### src/rtl/core/wcr_pkg.sv
// shared constants, types and report characters for the line, word and byte counter
`default_nettype none
package wcr_pkg;

   localparam int COUNT_WIDTH = 32;
   // decimal digits needed for the largest count, log10(2) ~ 0.30103
   localparam int DIGITS      = (COUNT_WIDTH * 30103) / 100000 + 1;
   localparam int BCD_WIDTH   = DIGITS * 4;
   localparam int BIT_W       = $clog2(COUNT_WIDTH);
   localparam int DIG_W       = (DIGITS > 1) ? $clog2(DIGITS) : 1;

   localparam int QUEUE_DEPTH = 2;
   localparam int QPTR_W      = (QUEUE_DEPTH > 1) ? $clog2(QUEUE_DEPTH) : 1;
   localparam int QCNT_W      = $clog2(QUEUE_DEPTH + 1);

   localparam logic [7:0] CHAR_NL    = 8'h0A;
   localparam logic [7:0] CHAR_TAB   = 8'h09;
   localparam logic [7:0] CHAR_SPACE = 8'h20;
   localparam logic [7:0] CHAR_ZERO  = 8'h30;

   localparam logic CMD_DATA = 1'b0;
   localparam logic CMD_END  = 1'b1;

   typedef struct packed {
      logic [COUNT_WIDTH-1:0] line_cnt;
      logic [COUNT_WIDTH-1:0] word_cnt;
      logic [COUNT_WIDTH-1:0] byte_cnt;
   } wcr_snap_type;

   typedef struct packed {
      logic         push;
      wcr_snap_type snap;
   } wcr_push_type;

   typedef enum logic [2:0] {
      BK_IDLE,
      BK_CONV,
      BK_GAP1,
      BK_GAP2,
      BK_DIGIT,
      BK_NL
   } bk_state_type;

endpackage
`default_nettype wire

### src/rtl/core/wcr_front.sv
// front end: takes requests, classifies bytes and keeps the running counts
`default_nettype none
module wcr_front (
   input  wire logic               clock,
   input  wire logic               reset,
   input  wire logic               req_tvalid,
   output logic                    req_tready,
   input  wire logic [7:0]         req_tdata,
   input  wire logic [0:0]         req_tuser,
   input  wire logic               q_full,
   output wcr_pkg::wcr_push_type   push_out
);
   import wcr_pkg::*;

   logic [COUNT_WIDTH-1:0] line_ff, line_in;
   logic [COUNT_WIDTH-1:0] word_ff, word_in;
   logic [COUNT_WIDTH-1:0] byte_ff, byte_in;
   logic                   inword_ff, inword_in;
   logic                   accept;
   logic                   blank;

   assign req_tready = !q_full;
   assign accept     = req_tvalid && req_tready;
   assign blank      = (req_tdata == CHAR_SPACE) || (req_tdata == CHAR_TAB) ||
                       (req_tdata == CHAR_NL);

   always_comb begin
      line_in   = line_ff;
      word_in   = word_ff;
      byte_in   = byte_ff;
      inword_in = inword_ff;
      push_out.push          = 1'b0;
      push_out.snap.line_cnt = line_ff;
      push_out.snap.word_cnt = word_ff;
      push_out.snap.byte_cnt = byte_ff;
      if (accept) begin
         if (req_tuser[0] == CMD_END) begin
            // hand the totals over and start a fresh stream
            push_out.push = 1'b1;
            line_in   = '0;
            word_in   = '0;
            byte_in   = '0;
            inword_in = 1'b0;
         end else begin
            byte_in = byte_ff + 1'b1;
            if (req_tdata == CHAR_NL) begin
               line_in = line_ff + 1'b1;
            end
            if (blank) begin
               inword_in = 1'b0;
            end else if (!inword_ff) begin
               inword_in = 1'b1;
               word_in   = word_ff + 1'b1;
            end
         end
      end
   end

   always_ff @(posedge clock) begin
      if (reset) begin
         line_ff   <= '0;
         word_ff   <= '0;
         byte_ff   <= '0;
         inword_ff <= 1'b0;
      end else begin
         line_ff   <= line_in;
         word_ff   <= word_in;
         byte_ff   <= byte_in;
         inword_ff <= inword_in;
      end
   end

endmodule
`default_nettype wire

### src/rtl/core/wcr_queue.sv
// short queue of count snapshots between the front end and the report formatter
`default_nettype none
module wcr_queue (
   input  wire logic                 clock,
   input  wire logic                 reset,
   input  wire wcr_pkg::wcr_push_type push_in,
   input  wire logic                 pop,
   output wcr_pkg::wcr_snap_type     snap_out,
   output logic                      empty,
   output logic                      full
);
   import wcr_pkg::*;

   wcr_snap_type      mem_ff [QUEUE_DEPTH];
   logic [QPTR_W-1:0] wr_ptr_ff, wr_ptr_in;
   logic [QPTR_W-1:0] rd_ptr_ff, rd_ptr_in;
   logic [QCNT_W-1:0] cnt_ff, cnt_in;

   assign empty    = (cnt_ff == '0);
   assign full     = (cnt_ff == QCNT_W'(QUEUE_DEPTH));
   assign snap_out = mem_ff[rd_ptr_ff];

   function automatic logic [QPTR_W-1:0] next_ptr(input logic [QPTR_W-1:0] p);
      logic [QPTR_W-1:0] r;
      if (p == QPTR_W'(QUEUE_DEPTH - 1)) begin
         r = '0;
      end else begin
         r = p + 1'b1;
      end
      return r;
   endfunction

   always_comb begin
      wr_ptr_in = push_in.push ? next_ptr(wr_ptr_ff) : wr_ptr_ff;
      rd_ptr_in = pop ? next_ptr(rd_ptr_ff) : rd_ptr_ff;
      cnt_in    = cnt_ff;
      if (push_in.push && !pop) begin
         cnt_in = cnt_ff + 1'b1;
      end else if (pop && !push_in.push) begin
         cnt_in = cnt_ff - 1'b1;
      end
   end

   always_ff @(posedge clock) begin
      if (push_in.push) begin
         mem_ff[wr_ptr_ff] <= push_in.snap;
      end
   end

   always_ff @(posedge clock) begin
      if (reset) begin
         wr_ptr_ff <= '0;
         rd_ptr_ff <= '0;
         cnt_ff    <= '0;
      end else begin
         wr_ptr_ff <= wr_ptr_in;
         rd_ptr_ff <= rd_ptr_in;
         cnt_ff    <= cnt_in;
      end
   end

endmodule
`default_nettype wire

### src/rtl/core/wcr_back.sv
// back end: converts each count to decimal and streams the report characters
`default_nettype none
module wcr_back (
   input  wire logic                 clock,
   input  wire logic                 reset,
   input  wire wcr_pkg::wcr_snap_type q_snap,
   input  wire logic                 q_empty,
   output logic                      q_pop,
   output logic                      rsp_tvalid,
   input  wire logic                 rsp_tready,
   output logic [7:0]                rsp_tdata,
   output logic                      rsp_tlast
);
   import wcr_pkg::*;

   localparam logic [1:0] FLD_LINE = 2'd0;
   localparam logic [1:0] FLD_WORD = 2'd1;
   localparam logic [1:0] FLD_BYTE = 2'd2;

   bk_state_type           state_ff, state_in;
   wcr_snap_type           snap_ff, snap_in;
   logic [1:0]             field_ff, field_in;
   logic [COUNT_WIDTH-1:0] bin_ff, bin_in;
   logic [BCD_WIDTH-1:0]   bcd_ff, bcd_in;
   logic [BIT_W-1:0]       bit_ff, bit_in;
   logic [DIG_W-1:0]       dig_ff, dig_in;
   logic                   started_ff, started_in;
   logic                   rsp_valid_ff, rsp_valid_in;
   logic [7:0]             rsp_data_ff, rsp_data_in;
   logic                   rsp_last_ff, rsp_last_in;

   logic                   out_free;
   logic [BCD_WIDTH-1:0]   adj;
   logic [3:0]             cur_digit;
   logic                   show;
   logic                   emit;
   logic [7:0]             emit_char;
   logic                   emit_last;

   assign rsp_tvalid = rsp_valid_ff;
   assign rsp_tdata  = rsp_data_ff;
   assign rsp_tlast  = rsp_last_ff;
   assign out_free   = !rsp_valid_ff || rsp_tready;
   assign cur_digit  = bcd_ff[{dig_ff, 2'b00} +: 4];
   assign show       = started_ff || (cur_digit != 4'd0) || (dig_ff == '0);

   function automatic logic [COUNT_WIDTH-1:0] pick(input wcr_snap_type s,
                                                   input logic [1:0] f);
      logic [COUNT_WIDTH-1:0] v;
      case (f)
         FLD_LINE: v = s.line_cnt;
         FLD_WORD: v = s.word_cnt;
         default:  v = s.byte_cnt;
      endcase
      return v;
   endfunction

   // add-3 correction per digit ahead of the shift
   always_comb begin
      for (int i = 0; i < DIGITS; i++) begin
         if (bcd_ff[4*i +: 4] >= 4'd5) begin
            adj[4*i +: 4] = bcd_ff[4*i +: 4] + 4'd3;
         end else begin
            adj[4*i +: 4] = bcd_ff[4*i +: 4];
         end
      end
   end

   always_comb begin
      state_in   = state_ff;
      snap_in    = snap_ff;
      field_in   = field_ff;
      bin_in     = bin_ff;
      bcd_in     = bcd_ff;
      bit_in     = bit_ff;
      dig_in     = dig_ff;
      started_in = started_ff;
      q_pop      = 1'b0;
      emit       = 1'b0;
      emit_char  = CHAR_SPACE;
      emit_last  = 1'b0;
      case (state_ff)
         BK_IDLE: begin
            if (!q_empty) begin
               q_pop    = 1'b1;
               snap_in  = q_snap;
               field_in = FLD_LINE;
               bin_in   = q_snap.line_cnt;
               bcd_in   = '0;
               bit_in   = BIT_W'(COUNT_WIDTH - 1);
               state_in = BK_CONV;
            end
         end
         BK_CONV: begin
            bcd_in = {adj[BCD_WIDTH-2:0], bin_ff[COUNT_WIDTH-1]};
            bin_in = {bin_ff[COUNT_WIDTH-2:0], 1'b0};
            bit_in = bit_ff - 1'b1;
            if (bit_ff == '0) begin
               state_in = BK_GAP1;
            end
         end
         BK_GAP1: begin
            if (out_free) begin
               emit     = 1'b1;
               state_in = BK_GAP2;
            end
         end
         BK_GAP2: begin
            if (out_free) begin
               emit       = 1'b1;
               dig_in     = DIG_W'(DIGITS - 1);
               started_in = 1'b0;
               state_in   = BK_DIGIT;
            end
         end
         BK_DIGIT: begin
            if (!show || out_free) begin
               if (show) begin
                  emit       = 1'b1;
                  emit_char  = CHAR_ZERO + {4'h0, cur_digit};
                  started_in = 1'b1;
               end
               dig_in = dig_ff - 1'b1;
               if (dig_ff == '0) begin
                  if (field_ff == FLD_BYTE) begin
                     state_in = BK_NL;
                  end else begin
                     field_in = field_ff + 1'b1;
                     bin_in   = pick(snap_ff, field_ff + 1'b1);
                     bcd_in   = '0;
                     bit_in   = BIT_W'(COUNT_WIDTH - 1);
                     state_in = BK_CONV;
                  end
               end
            end
         end
         BK_NL: begin
            if (out_free) begin
               emit      = 1'b1;
               emit_char = CHAR_NL;
               emit_last = 1'b1;
               state_in  = BK_IDLE;
            end
         end
         default: begin
            state_in = BK_IDLE;
         end
      endcase

      rsp_valid_in = rsp_valid_ff;
      rsp_data_in  = rsp_data_ff;
      rsp_last_in  = rsp_last_ff;
      if (emit) begin
         rsp_valid_in = 1'b1;
         rsp_data_in  = emit_char;
         rsp_last_in  = emit_last;
      end else if (rsp_tready) begin
         rsp_valid_in = 1'b0;
      end
   end

   always_ff @(posedge clock) begin
      snap_ff     <= snap_in;
      bin_ff      <= bin_in;
      bcd_ff      <= bcd_in;
      bit_ff      <= bit_in;
      dig_ff      <= dig_in;
      field_ff    <= field_in;
      started_ff  <= started_in;
      rsp_data_ff <= rsp_data_in;
      rsp_last_ff <= rsp_last_in;
   end

   always_ff @(posedge clock) begin
      if (reset) begin
         state_ff     <= BK_IDLE;
         rsp_valid_ff <= 1'b0;
      end else begin
         state_ff     <= state_in;
         rsp_valid_ff <= rsp_valid_in;
      end
   end

endmodule
`default_nettype wire

### src/rtl/core/line_word_char_counter_report_core.sv
// top level of the line, word and byte counter with decimal text report
// request channel: one byte per request, req_tuser[0] set marks end of stream
// (the byte is then ignored); a data request is taken as soon as it is valid unless the queue is full
// response channel: the report text, one character per response, rsp_tlast
// on the closing newline: two spaces, lines, two spaces, words, two spaces,
// bytes, newline, each count in decimal without leading zeros
// an end-of-stream request copies the three counts into a two-entry queue and
// clears them in the same cycle, so the next stream can start at once
// the formatter takes one snapshot at a time; per count it runs the
// shift-and-add-3 binary to decimal converter over all COUNT_WIDTH bits,
// sends the two gap spaces, then steps through the decimal digit positions
// from the most significant, skipping leading zeros
// requests stall only while both queue entries hold reports not yet started
// a stalled receiver freezes the formatter at its next character; the
// registered output holds its character until taken
// reset (synchronous, active high) clears counts, queue and formatter
`default_nettype none
module line_word_char_counter_report_core (
   input  wire logic       clock,
   input  wire logic       reset,
   // request channel
   input  wire logic       req_tvalid,
   output logic            req_tready,
   input  wire logic [7:0] req_tdata,   // [7:0] data_byte
   input  wire logic [0:0] req_tuser,   // [0] cmd (0 data byte, 1 end of stream)
   // response channel
   output logic            rsp_tvalid,
   input  wire logic       rsp_tready,
   output logic [7:0]      rsp_tdata,   // [7:0] out_byte
   output logic            rsp_tlast    // last_out, closing newline of a report
);
   import wcr_pkg::*;

   wcr_push_type push;      // snapshot handed from front end to queue
   wcr_snap_type q_snap;    // oldest waiting snapshot
   logic         q_empty;
   logic         q_full;
   logic         q_pop;

   // counting front end
   wcr_front u_front (
      .clock      (clock),
      .reset      (reset),
      .req_tvalid (req_tvalid),
      .req_tready (req_tready),
      .req_tdata  (req_tdata),
      .req_tuser  (req_tuser),
      .q_full     (q_full),
      .push_out   (push)
   );

   // snapshot queue decoupling counting from formatting
   wcr_queue u_queue (
      .clock    (clock),
      .reset    (reset),
      .push_in  (push),
      .pop      (q_pop),
      .snap_out (q_snap),
      .empty    (q_empty),
      .full     (q_full)
   );

   // decimal conversion and report output
   wcr_back u_back (
      .clock      (clock),
      .reset      (reset),
      .q_snap     (q_snap),
      .q_empty    (q_empty),
      .q_pop      (q_pop),
      .rsp_tvalid (rsp_tvalid),
      .rsp_tready (rsp_tready),
      .rsp_tdata  (rsp_tdata),
      .rsp_tlast  (rsp_tlast)
   );

`ifndef SYNTHESIS
   // the front end never pushes into a full queue
   a_no_overflow: assert property (@(posedge clock) disable iff (reset)
      push.push |-> !q_full)
      else $error("snapshot pushed into full queue");

   // the formatter never pops an empty queue
   a_no_underflow: assert property (@(posedge clock) disable iff (reset)
      q_pop |-> !q_empty)
      else $error("snapshot popped from empty queue");

   // the marked character of a report is always the newline
   a_last_is_newline: assert property (@(posedge clock) disable iff (reset)
      (rsp_tvalid && rsp_tlast) |-> (rsp_tdata == CHAR_NL))
      else $error("report end marker on a character other than newline");

   // an end request with room in the queue leaves it non-empty next cycle
   a_push_lands: assert property (@(posedge clock) disable iff (reset)
      push.push |=> !q_empty)
      else $error("snapshot lost after push");
`endif

endmodule
`default_nettype wire

### config.mk
export PLATFORM = sky130hd
export DESIGN_NAME = line_word_char_counter_report_core
export DESIGN_NICKNAME = d
export VERILOG_FILES = /design/src/rtl/core/wcr_pkg.sv /design/src/rtl/core/wcr_front.sv /design/src/rtl/core/wcr_queue.sv /design/src/rtl/core/wcr_back.sv /design/src/rtl/core/line_word_char_counter_report_core.sv
export SDC_FILE = /design/constraint.sdc
export NUM_CORES = 1
export LEC_CHECK = 0
export BUFFER_PORTS_ARGS = -buffer_cell sky130_fd_sc_hd__buf_2
export CORE_MARGIN = 4
export CORE_UTILIZATION = 40
export CTS_BUF_LIST = sky130_fd_sc_hd__clkbuf_16
export CTS_CLUSTER_DIAMETER = 200
export DETAILED_ROUTE_END_ITERATION = 10
export GPL_TIMING_DRIVEN = 0
export HOLD_SLACK_MARGIN = 0.03
export SLEW_MARGIN = 20
export SYNTH_ARGS = -nofsm -noshare
export SYNTH_HDL_FRONTEND = slang
export SYNTH_SLANG_ARGS = --single-unit
### constraint.sdc
create_clock -name clock -period 8.75 [get_ports clock]
set_clock_uncertainty 0.05 [all_clocks]
set_input_delay 1.3125 -clock clock [delete_from_list [all_inputs] [get_ports clock]]
set_output_delay 1.3125 -clock clock [all_outputs]
set_load 0.01 [all_outputs]
# == Word level (Yosys, flattened, before mapping) ==
# Memory sizes are Yosys's and may differ from the RTL's. A register that Yosys moved wholly into a read port is not among the register bits.
# Index checks and enable logic that the tools add are counted.
# word_totals
word_cells,188
ff_bits,294
mem_bits_rw,192
mem_count,1
# mem_list
name,words,word_bits,read_ports,rd_ports_with_merged_regs,wr,line_no,rtl
u_queue.mem_ff,2,96,1,1,1,wcr_queue.sv:14,wcr_snap_type mem_ff [QUEUE_DEPTH];
# op_classes
addsub,21
n_reduce_logical,35
n_eq_ne,22
bitwise_logic,1
muxes,77
shift,1
magnitude_cmp,10
# op_table
cell,count
32-bit two-way mux,10
40-bit two-way mux,4
40-bit one-hot mux with 3 select lines,1
"32-bit by 1-bit adder with 32-bit output, second input constant",3
32-bit one-hot mux with 3 select lines,1
32-bit one-hot mux with 2 select lines,1
4-bit two-way mux,11
"4-bit by 3-bit greater-or-equal comparator with 1-bit output, second input constant",10
40-bit by 7-bit indexed part select with 4-bit output,1
"4-bit by 2-bit adder with 4-bit output, second input constant",9
3-bit two-way mux,9
1-bit two-way mux,20
5-bit two-way mux,4
3-bit one-hot mux with 6 select lines,1
"8-bit by 4-bit equality test with 1-bit output, second input constant",2
8-bit two-way mux,2
8-bit one-hot mux with 2 select lines,1
5-bit one-hot mux with 3 select lines,1
"2-bit by 1-bit inequality test with 1-bit output, second input constant",7
2-bit two-way mux,6
5-bit AND reduction,2
2-bit nonzero test,5
"8-bit by 6-bit equality test with 1-bit output, second input constant",1
"2-bit inequality test, second input constant",4
31 further kinds,51

# == Longest topological paths before layout ==
# logic_depth
depth_word,9
ltp_mapped,9
ltp_nobuf,8

# == By module ==
# A second synthesis with hierarchy kept.
# unflattened
cells_unflattened,1613
area_unflattened_um2,21001.4
# by_module_without_submodules
module,cells_per_inst,n_inst,seq_area_each_um2,area_each_um2
wcr_back,690,1,5695.5,8727.1
wcr_queue,321,1,5865.6,7333.3
wcr_front,602,1,1941.9,4941.0

# == Worst setup path after synthesis ==
# Ideal clock, no wire load.
# synth_timing
path_type,input -> register
from,input req_tvalid
to,memory u_queue.mem_ff[0][0] (netlist name) (enable)
t_arrival_ns,5.976
stages,4
path_slack_ns,2.172
required_ns,8.148
setup_time_ns,0.552
path_cell_list,inv_1 nor2_1 nand2_1 nor2_1
# synth_via
elab_chain_cells,4
# synth_rtl
item,line_no,rtl
"start, declared",line_word_char_counter_report_core.sv:22,"input wire logic req_tvalid,"
1-bit logical AND,wcr_front.sv:23,assign accept = req_tvalid && req_tready;
1-bit two-way mux,wcr_front.sv:36,if (accept) begin
1-bit two-way mux,wcr_queue.sv:45,if (push_in.push) begin
1-bit two-way mux (not written as such),wcr_queue.sv:46,mem_ff[wr_ptr_ff] <= push_in.snap;
"end, declared",wcr_queue.sv:14,
# Every way passes these cells.

# == Worst setup path in the final report ==
# layout_timing
from,register u_back.dig_ff[0]
to,register u_back.bin_ff[0] (enable)
# layout_via
elab_chain_cells,8
elab_cells_between_ends,10
# layout_rtl
item,line_no,rtl
"start, declared",wcr_back.sv:26,"logic [DIG_W-1:0] dig_ff, dig_in;"
"start signal, assigned",wcr_back.sv:167,dig_ff <= dig_in;
40-bit by 7-bit indexed part select with 4-bit output,wcr_back.sv:44,"assign cur_digit = bcd_ff[{dig_ff, 2'b00} +: 4];"
4-bit nonzero test,wcr_back.sv:45,assign show = started_ff || (cur_digit != 4'd0) || (dig_ff == '0);
1-bit logical OR (2 in series),wcr_back.sv:45,
1-bit zero test,wcr_back.sv:117,if (!show || out_free) begin
1-bit logical OR,wcr_back.sv:117,
2-bit by 1-bit inequality test with 1-bit output (no source line),-,
5-bit AND reduction (no source line) (*),-,
"end signal, assigned",wcr_back.sv:164,bin_ff <= bin_in;
"end, declared",wcr_back.sv:23,"logic [COUNT_WIDTH-1:0] bin_ff, bin_in;"
# Mark *: on every way between the ends. The rest lies on a longest branch, timed or not.
# A chain may end at the register's enable or synchronous reset.

==> impl_metrics.json <==
{
  "status": "completed",
  "gp_congestion": 0.863,
  "layout_commonest_cell": "edfxtp_1",
  "netSwitchingFraction": 0.319,
  "max_slew_margin": 0.363,
  "worst_slew_pin_slew_ps": 947,
  "min_period_ps": 3730,
  "grt_usage": 0.176,
  "port_buffers": 20,
  "synth_edf_count": 379,
  "grt_pass1_wl_um": 75800,
  "fp-row-count": 82,
  "grt_pass1_vias": 12900,
  "postCtsSetupBuffers": 0,
  "setup-tns-final_ps": 0,
  "initial_core_util": 0.408,
  "syn-instance-count": 1600,
  "grt-ovfl-total": 0,
  "yosysTopAreaCell": "edfxtp_1",
  "drv_slew": 0,
  "root_buffer": "clkbuf_16",
  "ios": 24,
  "critical_path.top_delay_family": "buffers and inverters",
  "ys_top_cells_by_area": "edfxtp_1, dfxtp_1, mux2_2, a21oi_1, nor2_1",
  "first_pass_iters": 6,
  "grt_max_degree": 41,
  "max-clock-path-buffers": 3,
  "worstPathArrival_ps": 3960,
  "cp_cell_sequence": "buf_2 > buf_2 > inv_1 > ha_1 > nor3b_1 > nor2_1 > o211ai_1 > nor4_2 > o31a_2 > buf_16 > buf_12",
  "ys.flop_type": "edfxtp_1",
  "wl_per_cell_um": 20.6,
  "drt_iter0_markers": 1240,
  "yosysWarnings": 0,
  "nets": 1729,
  "drc": 0,
  "critPathKind": "register to register",
  "worstPathMaxFanout": 26,
  "ctsHoldBuffers": 0,
  "fmax_mhz": 268,
  "place_area_um2": 21800,
  "cp_slowest_cell": "nor4_2",
  "slowest_delay_ps": 630,
  "comb_power_share": 0.261,
  "p_switching_mw": 2.37,
  "hp-class": "register to register",
  "period_share": 0.427,
  "drive_above_1_share": 0.131,
  "n_fill_cell": 4480,
  "power-per-cell-area_nw_per_um2": 317,
  "area_growth_pct": 14.1,
  "numClockSinks": 485,
  "path_buf_inv": 5,
  "seqPwrFrac": 0.455,
  "dieWidth_um": 235,
  "htreeDepth": 2,
  "setup_viol": 0,
  "intPower_mw": 5.07,
  "clkPwrFrac": 0.284,
  "ir_worst_vdd_uv": 171,
  "design.core.area_um2": 50500,
  "final_core_util": 0.465,
  "cts_made_buffers": 51,
  "ys_async_sr_fraction": 0,
  "end_kind": "register",
  "antenna_found_initial": 2,
  "postLayoutCellArea_um2": 23500,
  "clkTransAtPathRegs_ps": 60,
  "ant_nets": 0,
  "synth_area_um2": 20600,
  "hold_ws_ps": 396,
  "vias": 13200,
  "synthDistinctLibCells": 59,
  "hpwlAfterDp_um": 34500,
  "yosys.area.top_type_share": 0.553,
  "drt-total-wl_um": 49500,
  "cap_violations": 0,
  "cts_tree": "done",
  "cellLeakagePower_nw": 7.89,
  "vias_per_cell": 5.50,
  "design.die.area_um2": 55100,
  "finalHoldViolCount": 0,
  "worstSetupStartpointType": "register",
  "cp_data_required_time_ps": 8980,
  "postCtsResizedCells": 0,
  "yosysSeqAreaShare": 0.656,
  "syn-mean-instance-area_um2": 12.9,
  "cpMostUsedCell": "buf_2",
  "mostFrequentLayoutCells": "edfxtp_1, nor2_1, a21oi_1",
  "ys_ff_latch": 485,
  "clock_latency_ps": 600,
  "die_y_um": 235,
  "rsz0062_at_grt": "false"
}
==> final cells by class <==
class | instances | area (µm²) | share of cell area
Antenna cell | 1 | 2.50 | 0.000107
Buffer | 81 | 324 | 0.0138
Clock buffer | 54 | 1350 | 0.0576
Clock inverter | 40 | 282 | 0.0120
Inverter | 48 | 180 | 0.00768
Multi-Input combinational cell | 987 | 6600 | 0.281
Sequential cell | 485 | 13500 | 0.575
Tap cell | 672 | 841 | 0.0358
Timing Repair Buffer | 33 | 390 | 0.0166
==> worst register-to-register path: cells and delay by family, from the launching register on <==
kind	cells	cell delay, ps
simple gates	3	940
flops	1	420
buf+inv	5	1160
compound gates	2	590
fa+ha+maj	1	220
==> Yosys cell counts, types with 5 or more instances <==
cell type,n
a211oi_1,6
a21oi_1,109
a22oi_1,64
a31o_2,5
a31oi_1,7
a41o_1,6
and2_1,5
and3_1,15
and4_1,12
buf_1,8
clkbuf_1,66
dfxtp_1,106
edfxtp_1,379
ha_1,29
inv_1,48
mux2_2,99
mux2i_1,34
nand2_1,106
nand2b_1,35
nand3_1,28
nand4_1,23
nor2_1,130
nor2b_1,8
nor3_1,29
nor4_1,16
o21ai_0,66
o22ai_1,5
o31ai_1,15
or3_1,19
or4_1,15
xnor2_1,33
xor2_1,21
==> final timing paths <==
path                                    start                         endpoint  slack (ps)  cells after the start
max            u_back.dig_ff[0]$_SDFFCE_PN1P_       u_back.bin_ff[0]$_DFFE_PP_        5020                     11
min          u_front.byte_ff[31]$_SDFFE_PP0P_  u_queue.mem_ff[1][31]$_DFFE_PP_         400                      0
max reg2reg    u_back.dig_ff[0]$_SDFFCE_PN1P_       u_back.bin_ff[0]$_DFFE_PP_        5020                     11
min reg2reg  u_front.byte_ff[31]$_SDFFE_PP0P_  u_queue.mem_ff[1][31]$_DFFE_PP_         400                      0
==> flip-flops by register name, indices dropped and copies added (netlist names), 4 cells and up, named ones only <==
register          flops
u_back.snap_ff       96
u_queue.mem_ff      192
u_front.line_ff      32
u_back.bcd_ff        40
u_front.byte_ff      32
u_back.bin_ff        32
u_front.word_ff      32
u_back.dig_ff         4
u_back.bit_ff         5
u_back.rsp_tdata      6
==> routing by layer <==
layer  part of all wire  GRT usage
met1               0.43      0.235
met2               0.45      0.273
met3              0.081     0.0502
met4              0.038     0.0670
met5            0.00022          0
==> kinds of logic (layout without fill, tap and decap cells) <==
family          count (synthesis)  after routing  share of synthesized area
fa+ha+maj                      29             29                     0.0176
flops                         485            485                      0.656
other cells                     1              3                   0.000182
buf+inv                       129            256                     0.0245
xor+xnor                       54             54                     0.0230
compound gates                303            303                     0.0900
simple gates                  462            462                      0.113
mux                           137            137                     0.0751
==> through the flow <==
step / std cells / setup slack, ps / power (mW)
floorplan: 1601 / 2170 / 4.64
global placement: 2293 / -1200 / 5.28
global route: 2400 / 4720 / 7.80
CTS: 2400 / 4970 / 7.48
finish: 2401 / 5020 / 7.44
detailed placement: 2306 / 4610 / 5.37
==> power groups by stage <==
stage	logic [mW]	registers (mW)	clock network, mW
floorplan	1.26	3.37	0
global placement	1.74	3.54	0
detailed placement	1.94	3.43	0
CTS	1.94	3.39	2.16
global route	2.13	3.42	2.25
finish	1.94	3.38	2.11
(Power assumes the default switching activity.)
